[src/design/blsc_pkg.sv]
// Shared types, constants and gain tables for the Bayer lens shading corrector.
// Used by blsc_div and bayer_lens_shading_correction_top; depends on nothing.

package blsc_pkg;

  localparam int unsigned PIX_W     = 12;
  localparam int unsigned COORD_W   = 13;
  localparam int unsigned CFG_W     = 14;
  localparam int unsigned FRAC_BITS = 10;
  localparam int unsigned MAX_DIM   = 8192;
  localparam int unsigned MIN_W     = 8;
  localparam int unsigned MIN_H     = 6;
  localparam int unsigned GRID_X    = 8;
  localparam int unsigned GRID_Y    = 6;
  localparam int unsigned IDX_W     = 3;
  // widest cell is under 2048 on either axis
  localparam int unsigned DIST_W    = 11;
  localparam int unsigned AREA_W    = 2 * DIST_W;
  localparam int unsigned GAIN_W    = 11;
  localparam int unsigned NUM_W     = AREA_W + GAIN_W;
  localparam int unsigned PIX_MAX   = 4095;

  localparam logic [0:0] REG_WIDTH  = 1'b0;
  localparam logic [0:0] REG_HEIGHT = 1'b1;

  typedef enum logic [1:0] {
    ROM_EVEN_E,
    ROM_MIXED_E,
    ROM_ODD_E
  } rom_sel_e;

  typedef logic [GAIN_W-1:0] gain_t;

  localparam gain_t ROM_EVEN [0:GRID_X*GRID_Y-1] = '{
    11'd1624, 11'd1524, 11'd1024, 11'd1024, 11'd1024, 11'd1024, 11'd1624, 11'd1824,
    11'd1624, 11'd1424, 11'd1024, 11'd1024, 11'd1024, 11'd1024, 11'd1524, 11'd1724,
    11'd1024, 11'd1024, 11'd1024, 11'd1024, 11'd1024, 11'd1024, 11'd1024, 11'd1024,
    11'd1024, 11'd1024, 11'd1024, 11'd1024, 11'd1024, 11'd1024, 11'd1024, 11'd1024,
    11'd1624, 11'd1424, 11'd1024, 11'd1024, 11'd1024, 11'd1024, 11'd1324, 11'd1624,
    11'd1824, 11'd1524, 11'd1024, 11'd1024, 11'd1024, 11'd1024, 11'd1524, 11'd1724
  };
  localparam gain_t ROM_MIXED [0:GRID_X*GRID_Y-1] = '{
    11'd1624, 11'd1524, 11'd1024, 11'd1024, 11'd1024, 11'd1024, 11'd1624, 11'd1784,
    11'd1624, 11'd1424, 11'd1024, 11'd1024, 11'd1024, 11'd1024, 11'd1584, 11'd1664,
    11'd1024, 11'd1024, 11'd1024, 11'd1024, 11'd1024, 11'd1024, 11'd1024, 11'd1024,
    11'd1024, 11'd1024, 11'd1024, 11'd1024, 11'd1024, 11'd1024, 11'd1024, 11'd1024,
    11'd1524, 11'd1324, 11'd1024, 11'd1024, 11'd1024, 11'd1024, 11'd1424, 11'd1664,
    11'd1724, 11'd1424, 11'd1024, 11'd1024, 11'd1024, 11'd1024, 11'd1554, 11'd1784
  };
  localparam gain_t ROM_ODD [0:GRID_X*GRID_Y-1] = '{
    11'd1224, 11'd1154, 11'd1024, 11'd1024, 11'd1024, 11'd1024, 11'd1184, 11'd1324,
    11'd1164, 11'd1124, 11'd1024, 11'd1024, 11'd1024, 11'd1024, 11'd1124, 11'd1164,
    11'd1024, 11'd1024, 11'd1024, 11'd1024, 11'd1024, 11'd1024, 11'd1024, 11'd1024,
    11'd1024, 11'd1024, 11'd1024, 11'd1024, 11'd1024, 11'd1024, 11'd1024, 11'd1024,
    11'd1324, 11'd1224, 11'd1024, 11'd1024, 11'd1024, 11'd1024, 11'd1264, 11'd1324,
    11'd1424, 11'd1264, 11'd1024, 11'd1024, 11'd1024, 11'd1024, 11'd1314, 11'd1484
  };

  // Row y, column x of the table picked by phase; {y, x} equals y * 8 + x.
  function automatic gain_t rom_gain(input rom_sel_e sel, input logic [IDX_W-1:0] y,
                                     input logic [IDX_W-1:0] x);
    logic [2*IDX_W-1:0] a;
    gain_t g;
    a = {y, x};
    case (sel)
      ROM_MIXED_E: g = ROM_MIXED[a];
      ROM_ODD_E:   g = ROM_ODD[a];
      default:     g = ROM_EVEN[a];
    endcase
    return g;
  endfunction

  // floor(v / 7) for v below 57344, by reciprocal
  function automatic logic [COORD_W-1:0] div7(input logic [15:0] v);
    logic [32:0] p;
    p = 33'(v) * 33'(74899);
    return p[31:19];
  endfunction

  // floor(v / 5) for v below 40960, by reciprocal
  function automatic logic [COORD_W-1:0] div5(input logic [15:0] v);
    logic [32:0] p;
    p = 33'(v) * 33'(52429);
    return p[30:18];
  endfunction

endpackage

[src/design/blsc_div.sv]
// Pipelined restoring divider: one quotient bit per stage, pixel carried alongside.
// Depends on blsc_pkg.

module blsc_div (
  input  logic                            clk_i,
  input  logic                            rst_ni,
  input  logic                            en_i,
  input  logic                            valid_i,
  input  logic [blsc_pkg::NUM_W-1:0]      num_i,
  input  logic [blsc_pkg::AREA_W-1:0]     den_i,
  input  logic [blsc_pkg::PIX_W-1:0]      pix_i,
  output logic                            valid_o,
  output logic [blsc_pkg::GAIN_W-1:0]     quot_o,
  output logic [blsc_pkg::PIX_W-1:0]      pix_o
);

  localparam int unsigned NS = blsc_pkg::GAIN_W;

  logic [NS-1:0]                   valid_q;
  logic [blsc_pkg::NUM_W-1:0]      rem_q  [NS];
  logic [blsc_pkg::AREA_W-1:0]     den_q  [NS];
  logic [blsc_pkg::GAIN_W-1:0]     quot_q [NS];
  logic [blsc_pkg::PIX_W-1:0]      pix_q  [NS];

  for (genvar k = 0; k < NS; k++) begin : g_stage
    logic [blsc_pkg::NUM_W-1:0]  rem_in, rem_d, dsh;
    logic [blsc_pkg::AREA_W-1:0] den_in;
    logic [blsc_pkg::GAIN_W-1:0] quot_in, quot_d;
    logic [blsc_pkg::PIX_W-1:0]  pix_in;
    logic                        v_in;

    if (k == 0) begin : g_first
      assign rem_in  = num_i;
      assign den_in  = den_i;
      assign quot_in = '0;
      assign pix_in  = pix_i;
      assign v_in    = valid_i;
    end else begin : g_next
      assign rem_in  = rem_q[k-1];
      assign den_in  = den_q[k-1];
      assign quot_in = quot_q[k-1];
      assign pix_in  = pix_q[k-1];
      assign v_in    = valid_q[k-1];
    end

    // this stage settles quotient bit NS-1-k
    always_comb begin
      dsh    = blsc_pkg::NUM_W'(den_in) << (NS - 1 - k);
      rem_d  = rem_in;
      quot_d = quot_in;
      if (rem_in >= dsh) begin
        rem_d  = rem_in - dsh;
        quot_d = quot_in | (blsc_pkg::GAIN_W'(1) << (NS - 1 - k));
      end
    end

    always_ff @(posedge clk_i or negedge rst_ni) begin
      if (!rst_ni) begin
        valid_q[k] <= 1'b0;
      end else if (en_i) begin
        valid_q[k] <= v_in;
      end
    end

    always_ff @(posedge clk_i) begin
      if (en_i) begin
        rem_q[k]  <= rem_d;
        den_q[k]  <= den_in;
        quot_q[k] <= quot_d;
        pix_q[k]  <= pix_in;
      end
    end
  end

  assign valid_o = valid_q[NS-1];
  assign quot_o  = quot_q[NS-1];
  assign pix_o   = pix_q[NS-1];

endmodule
[config.mk]
export PLATFORM = sky130hd
export DESIGN_NAME = blsc_div
export DESIGN_NICKNAME = d
export VERILOG_FILES = /design/src/design/blsc_pkg.sv /design/src/design/blsc_div.sv
export SDC_FILE = /design/constraint.sdc
export NUM_CORES = 1
export LEC_CHECK = 0
export BUFFER_PORTS_ARGS = -buffer_cell sky130_fd_sc_hd__buf_2
export CELL_PAD_IN_SITES_DETAIL_PLACEMENT = 0
export CELL_PAD_IN_SITES_GLOBAL_PLACEMENT = 1
export CORE_ASPECT_RATIO = 2
export CORE_MARGIN = 4
export CORE_UTILIZATION = 28
export DETAILED_ROUTE_END_ITERATION = 10
export GPL_TIMING_DRIVEN = 0
export PLACE_DENSITY_LB_ADDON = 0.1
export SYNTH_ARGS = -nofsm -noshare
export SYNTH_HDL_FRONTEND = slang
export SYNTH_SLANG_ARGS = --single-unit
[constraint.sdc]
create_clock -name clk_i -period 5.48 [get_ports clk_i]
set_input_delay 1.096 -clock clk_i [delete_from_list [all_inputs] [get_ports clk_i]]
set_output_delay 1.096 -clock clk_i [all_outputs]
set_load 0.02 [all_outputs]
==> flow_summary.ini, run 1 <==
[placement]
dp.cells = 5168
dpl_worst_slack_ns = 0.762
gp_congestion = 0.917
port_buffers = 94
place_area_um2 = 42100
dp_hpwl_mm = 92.6

[detailed_routing]
via_count = 25177
wl_mm = 114
routedWlPerCell_um = 21.4
ant_nets = 0
drc = 0
drtIter0Drc = 897
routed_via_density = 4.73
first_pass_iters = 5

[clock_network]
cts-root-buf = clkbuf_16
cts_buffers = 81
htree_levels = 3
cts_resized = 0
clk_pin_slew_ns = 0.06
cts_sinks = 759
cts_tree = yes
postCtsHoldBufs = 0
clock_latency_ns = 0.70
post_cts_buffers = 0
cts_buffer_depth = 3

[layout]
drive_gt1_frac = 0.108
area_growth_pct = 14.6
mostFrequentLayoutCell = edfxtp_1
stdcell_area_um2 = 44900
layout.cells.non_filler = 5319
utilization = 0.324
final_nets = 3722
final_cell_mix = edfxtp_1 (748), inv_1 (309), a21oi_1 (282), ha_1 (242), nor2_1 (223)

[sta]
clock.fmax_ghz = 0.219
slew_headroom = -0.0839
final-hold-violation-count = 0
tns_ns = 0
fin_crit_sh = 0.832
worst_slack_ns = 0.922
timing.hold.ws_ns = 0.267
min_period_ns = 4.56
grt_setup_unrepaired = no
worst_pin_slew_ns = 1.61
drv_slew = 2
skew_ns = 0.0463
finalSetupViolCount = 0

[critical_path]
path_buf_inv = 3
cp-end-kind = flop
crit_start = den_q[3][1]
arrival_ns = 4.94
reg2reg_from = den_q[3][1]
crit_fanout = 10
path_cells = inv_1 -> ha_1 -> nor4b_1 -> nand3_1 -> nor4_1 -> a21oi_1 -> o311ai_2 -> buf_2 -> buf_2 -> a21oi_1
cp.required_ns = 5.87
critPathSlowestCell = nor4_1
critical_path_class = flop to flop
cp-start-kind = flop
worst_path_dominant_cell_family = simple AND/OR/NAND/NOR gates
critPathMaxStageDelay_ns = 1.33

[run_status]
violations = max-capacitance violations, max-slew violations
status = complete, but fails checks

[synth]
synthFlopType = edfxtp_1
ys_warn_count = 0
ys_ff_latch = 759
syn-mean-instance-area_um2 = 12.2
synthXorXnorAreaFrac = 0.0508
synth_top_family_by_area = compound AO/OA/AOI/OAI gates
async_flop_share = 0.0145
synth-edff-count = 748
ys_seq_area_frac = 0.581
synth_area_um2 = 39100
synth_cells = 3214
ys_types = 105
synthMuxAreaShare = 0.0197
synth_nets = 3537
synth-compound-area-share = 0.131
yosys.area_share.simple = 0.0959
synth_fa_ha_area_frac = 0.0825

[power_and_ir_drop]
p_seq_frac = 0.388
leakage_nw = 17.2
clkPwrFrac = 0.248
swShare = 0.353
powerDensity_nw_per_um2 = 500
p_int_mw = 14.5
peakVddDrop_uv = 197
p_comb_frac = 0.364
p_total_mw = 22.4
switchingPower_mw = 7.93

[global_route]
grt_pass1_wl_mm = 168
grt_pass1_vias = 28416
grt_max_degree = 125
antenna_found_initial = 3
track_usage = 0.156
grt_overflow = 0

[floorplan]
ioPinCount = 95
die_w_um = 272
num_rows = 193
initial_utilization = 0.282
die_h_um = 537
core_area_um2 = 139000
design.die.area_um2 = 146000

[run]
drv_cap = 1

[worst_hold_path]
hp-class = input pin to asynchronous set/reset pin
logic make-up (layout without fill, tap and decap cells):
family,after synthesis,count (layout)
other,0,1
adders and majority gates,252,252
and+or+nand+nor,748,748
buffers and inverters,374,626
AOI/OAI and AO/OA,787,787
muxes,67,67
xor gates and xnor gates,227,227
DFF,759,759
routing by layer:
metal,GRT usage,wire length (µm),vias up,part of all wire
met2,0.350,71200,528,0.63
met4,0.142,12300,0,0.11
li1,-,-,12237,-
met1,0.0964,27200,12046,0.24
met5,0,0,-,0
met3,0.0183,2820,366,0.025
synth_stat cells, types with 11 or more instances:
master / count / area (µm²)
and3_1: 18 / 113
o31ai_1: 19 / 143
ha_1: 242 / 3030
nand2b_1: 37 / 231
a31oi_1: 24 / 150
a21oi_1: 282 / 1410
nand4_1: 30 / 188
nor2_1: 223 / 837
a211oi_1: 14 / 105
o21bai_1: 36 / 270
mux2_1: 18 / 203
nand3_1: 56 / 280
or3_1: 17 / 106
nor3_1: 44 / 220
nor4_1: 39 / 244
nor2b_1: 42 / 263
a21o_1: 87 / 653
xnor2_1: 125 / 1090
nand4b_1: 11 / 96.3
xor2_1: 102 / 893
o21ai_0: 132 / 661
inv_1: 309 / 1160
mux2_2: 43 / 484
dfrtp_1: 11 / 275
and2_1: 13 / 81.3
o21ai_1: 32 / 160
nand2_1: 165 / 619
edfxtp_1: 748 / 22500
o21a_1: 29 / 218
clkbuf_1: 21 / 78.8
buf_2: 22 / 110
final cells by class:
cell class / count / area, µm²
clock buffers: 101 / 2120
inverters: 312 / 1170
plain buffers: 62 / 350
diodes: 1 / 2.50
clock inverters: 49 / 594
multi-input cells: 2081 / 14900
fillers: 13980 / 93800
well taps: 1852 / 2320
repair buffers: 102 / 681
flip-flops and latches: 759 / 22700
registers in the layout, indices dropped and copies added (netlist names):
register,cells
pix_q,132
rem_q,330
den_q,220
valid_o,1
quot_q,66
g_stage.v_in,10
power by group through the flow:
| stage | logic [mW] | registers (mW) | clock network [mW] |
|---|---|---|---|
| after floorplan | 5.84 | 8.55 | 0 |
| after global placement | 8.16 | 8.95 | 0 |
| after detailed placement | 8.22 | 8.82 | 0 |
| after CTS | 8.27 | 8.70 | 5.85 |
| after global routing | 9.04 | 8.82 | 6.08 |
| final | 8.16 | 8.69 | 5.57 |
path summary, 6_finish.rpt:
path	cells past startpoint	endpoint	slack, ns
min reg2reg	0	pix_q[1][0]	0.40
max	10	rem_q[4][27]	0.92
min	1	valid_o	0.27
max in group asynchronous	1	g_stage[6].v_in	5.01
max reg2reg	10	rem_q[4][27]	0.92
min in group clk_i	0	pix_q[1][0]	0.40
No activity file was read; power rests on OpenSTA's default activity.
==> run 2: changes to the inputs <==
==> constraint.sdc (replaced) <==
create_clock -name clk_i -period 4.2 [get_ports clk_i]
set_input_delay 0.84 -clock clk_i [delete_from_list [all_inputs] [get_ports clk_i]]
set_output_delay 0.84 -clock clk_i [all_outputs]
set_load 0.02 [all_outputs]
==> run 2 against run 1 <==
The flow now finishes without violations; wire length increased by 0.10%; hold slack improved by 0.050 ns; flip-flop and latch count unchanged; critical path depth increased by 2; sequential share of layout area decreased by 0.14 points; cell area increased by 0.27%; fmax increased by 12%; clock power increased by 31%; core utilization increased by 0.087 points; register-to-register slack got worse by 0.80 ns; first-iteration DRC count increased by 7.7%; worst setup slack got worse by 0.80 ns; critical path type unchanged.
==> flow_summary.ini, run 2 (synthesis results as in run 1) <==
[critical_path]
worst_path_dominant_cell_family = compound AO/OA/AOI/OAI gates
cp-end-kind = flop
critical_path_class = flop to flop
cp.required_ns = 4.60
crit_fanout = 10
path_cells = inv_1 -> ha_1 -> nor2b_1 -> o2111ai_1 -> nand3b_1 -> a31oi_1 -> o221ai_4 -> a31oi_4 -> o311ai_2 -> buf_2 -> buf_4 -> a21oi_1
arrival_ns = 4.47
critPathSlowestCell = buf_2
critPathMaxStageDelay_ns = 0.46
reg2reg_from = den_q[3][1]
cp-start-kind = flop
crit_start = den_q[3][1]
path_buf_inv = 3

[detailed_routing]
drc = 0
first_pass_iters = 5
ant_nets = 0
drtIter0Drc = 966
routedWlPerCell_um = 21.4
wl_mm = 114
routed_via_density = 4.73
via_count = 25163

[run_status]
status = completed

[clock_network]
clk_pin_slew_ns = 0.06
cts_buffer_depth = 3
cts_tree = yes
cts-root-buf = clkbuf_16
cts_buffers = 81
htree_levels = 3
clock_latency_ns = 0.69
cts_sinks = 759

[layout]
fillers = 13958
final_nets = 3724
regArea_um2 = 22700
reg_top3 = rem_q: 330 flops, den_q: 220 flops, pix_q: 132 flops
largest_reg_flops = 330
multiInputGateArea_um2 = 15000
final_cell_mix = edfxtp_1 (748), inv_1 (309), a21oi_1 (282), ha_1 (242), nor2_1 (223)
drive_gt1_frac = 0.112
area_growth_pct = 14.9
mostFrequentLayoutCell = edfxtp_1
max_flop_register = rem_q
layout.cells.non_filler = 5322

[placement]
gp_congestion = 0.917
port_buffers = 94
dp.cells = 5168
dp_hpwl_mm = 92.6

[floorplan]
initial_utilization = 0.282
core_area_um2 = 139000
ioPinCount = 95
design.die.area_um2 = 146000
die_h_um = 537
die_w_um = 272
num_rows = 193

[sta]
clock.fmax_ghz = 0.245
fin_crit_sh = 0.970
worst_pin_slew_ns = 1.09
finalSetupViolCount = 0
tns_ns = 0
final-hold-violation-count = 0
slew_headroom = 0.269
grt_setup_unrepaired = no
timing.hold.ws_ns = 0.316
skew_ns = 0.0441
drv_slew = 0
min_period_ns = 4.07

[global_route]
antenna_found_initial = 3
grt_overflow = 0
grt_pass1_vias = 28415
track_usage = 0.156
grt_max_degree = 125
grt_pass1_wl_mm = 168

[power_and_ir_drop]
powerDensity_nw_per_um2 = 653
peakVddDrop_uv = 257
leakage_nw = 17.2

[worst_hold_path]
hp-start = pix_i[4]
hp-class = input pin to flop

[run]
drv_cap = 0
-- run 2: worst reg2reg max path, cell delays in order, from the launching register on --
cell,delay [ns]
edfxtp_1,0.41
inv_1,0.07
ha_1,0.35
nor2b_1,0.20
o2111ai_1,0.20
nand3b_1,0.34
a31oi_1,0.29
o221ai_4,0.40
a31oi_4,0.18
o311ai_2,0.43
buf_2,0.46
buf_4,0.35
a21oi_1,0.11
-- run 2: worst paths after layout --
| check | to | slack, ns | depth (start not counted) |
|---|---|---|---|
| worst max-delay path | rem_q[4][25] | 0.13 | 12 |
| worst max register to register | rem_q[4][25] | 0.13 | 12 |
| worst min register to register | pix_q[1][0] | 0.40 | 0 |
| min in group asynchronous | valid_o | 0.55 | 2 |
| worst min-delay path | pix_q[0][4] | 0.32 | 1 |
| max in group asynchronous | g_stage[6].v_in | 3.44 | 2 |
-- run 2: layer usage --
| layer | wire [µm] | global-route usage | up-vias |
|---|---|---|---|
| li1 | - | - | 12238 |
| met1 | 27400 | 0.0967 | 12064 |
| met2 | 71900 | 0.353 | 504 |
| met3 | 2690 | 0.0183 | 357 |
| met4 | 11700 | 0.136 | 0 |
| met5 | 0 | 0 | - |
-- run 2: cell type report --
cell class	count	share of cell area
antenna	2	0.000111
buffer	62	0.00832
clock buffer	101	0.0472
clock inverter	49	0.0132
inverter	312	0.0261
multi-input combinational	2081	0.332
sequential	759	0.506
tap	1852	0.0515
timing repair buffer	104	0.0155
-- run 2: stage by stage --
step	total power [mW]	setup slack [ns]	cell area [µm²]	util
2_1_floorplan	18.8	1.04	39100	-
3_3_place_gp	22.3	-10.24	41900	0.302
3_5_place_dp	22.2	-0.518	42100	0.304
4_1_cts	29.8	0.0109	45000	0.324
5_1_grt	31.3	0.00412	45000	0.324
6_report	29.3	0.127	45000	0.324
-- run 2: power breakdown --
group,leakage [nW],total [mW],switching [mW],internal [mW]
Clock,1.30,7.27,3.13,4.14
Combinational,8.56,10.7,6.39,4.35
Sequential,7.38,11.3,0.887,10.5
Total,17.2,29.3,10.4,18.9
-- run 2: timing repair --
item                                    4_1_cts  5_1_grt
hold endpoints to repair                     11        0
hold buffers                                  1        0
resized for setup                            16        6
endpoints found under the setup margin      103       13
cloned                                        0        0
buffers inserted                              1        0
pin swaps                                     1        0
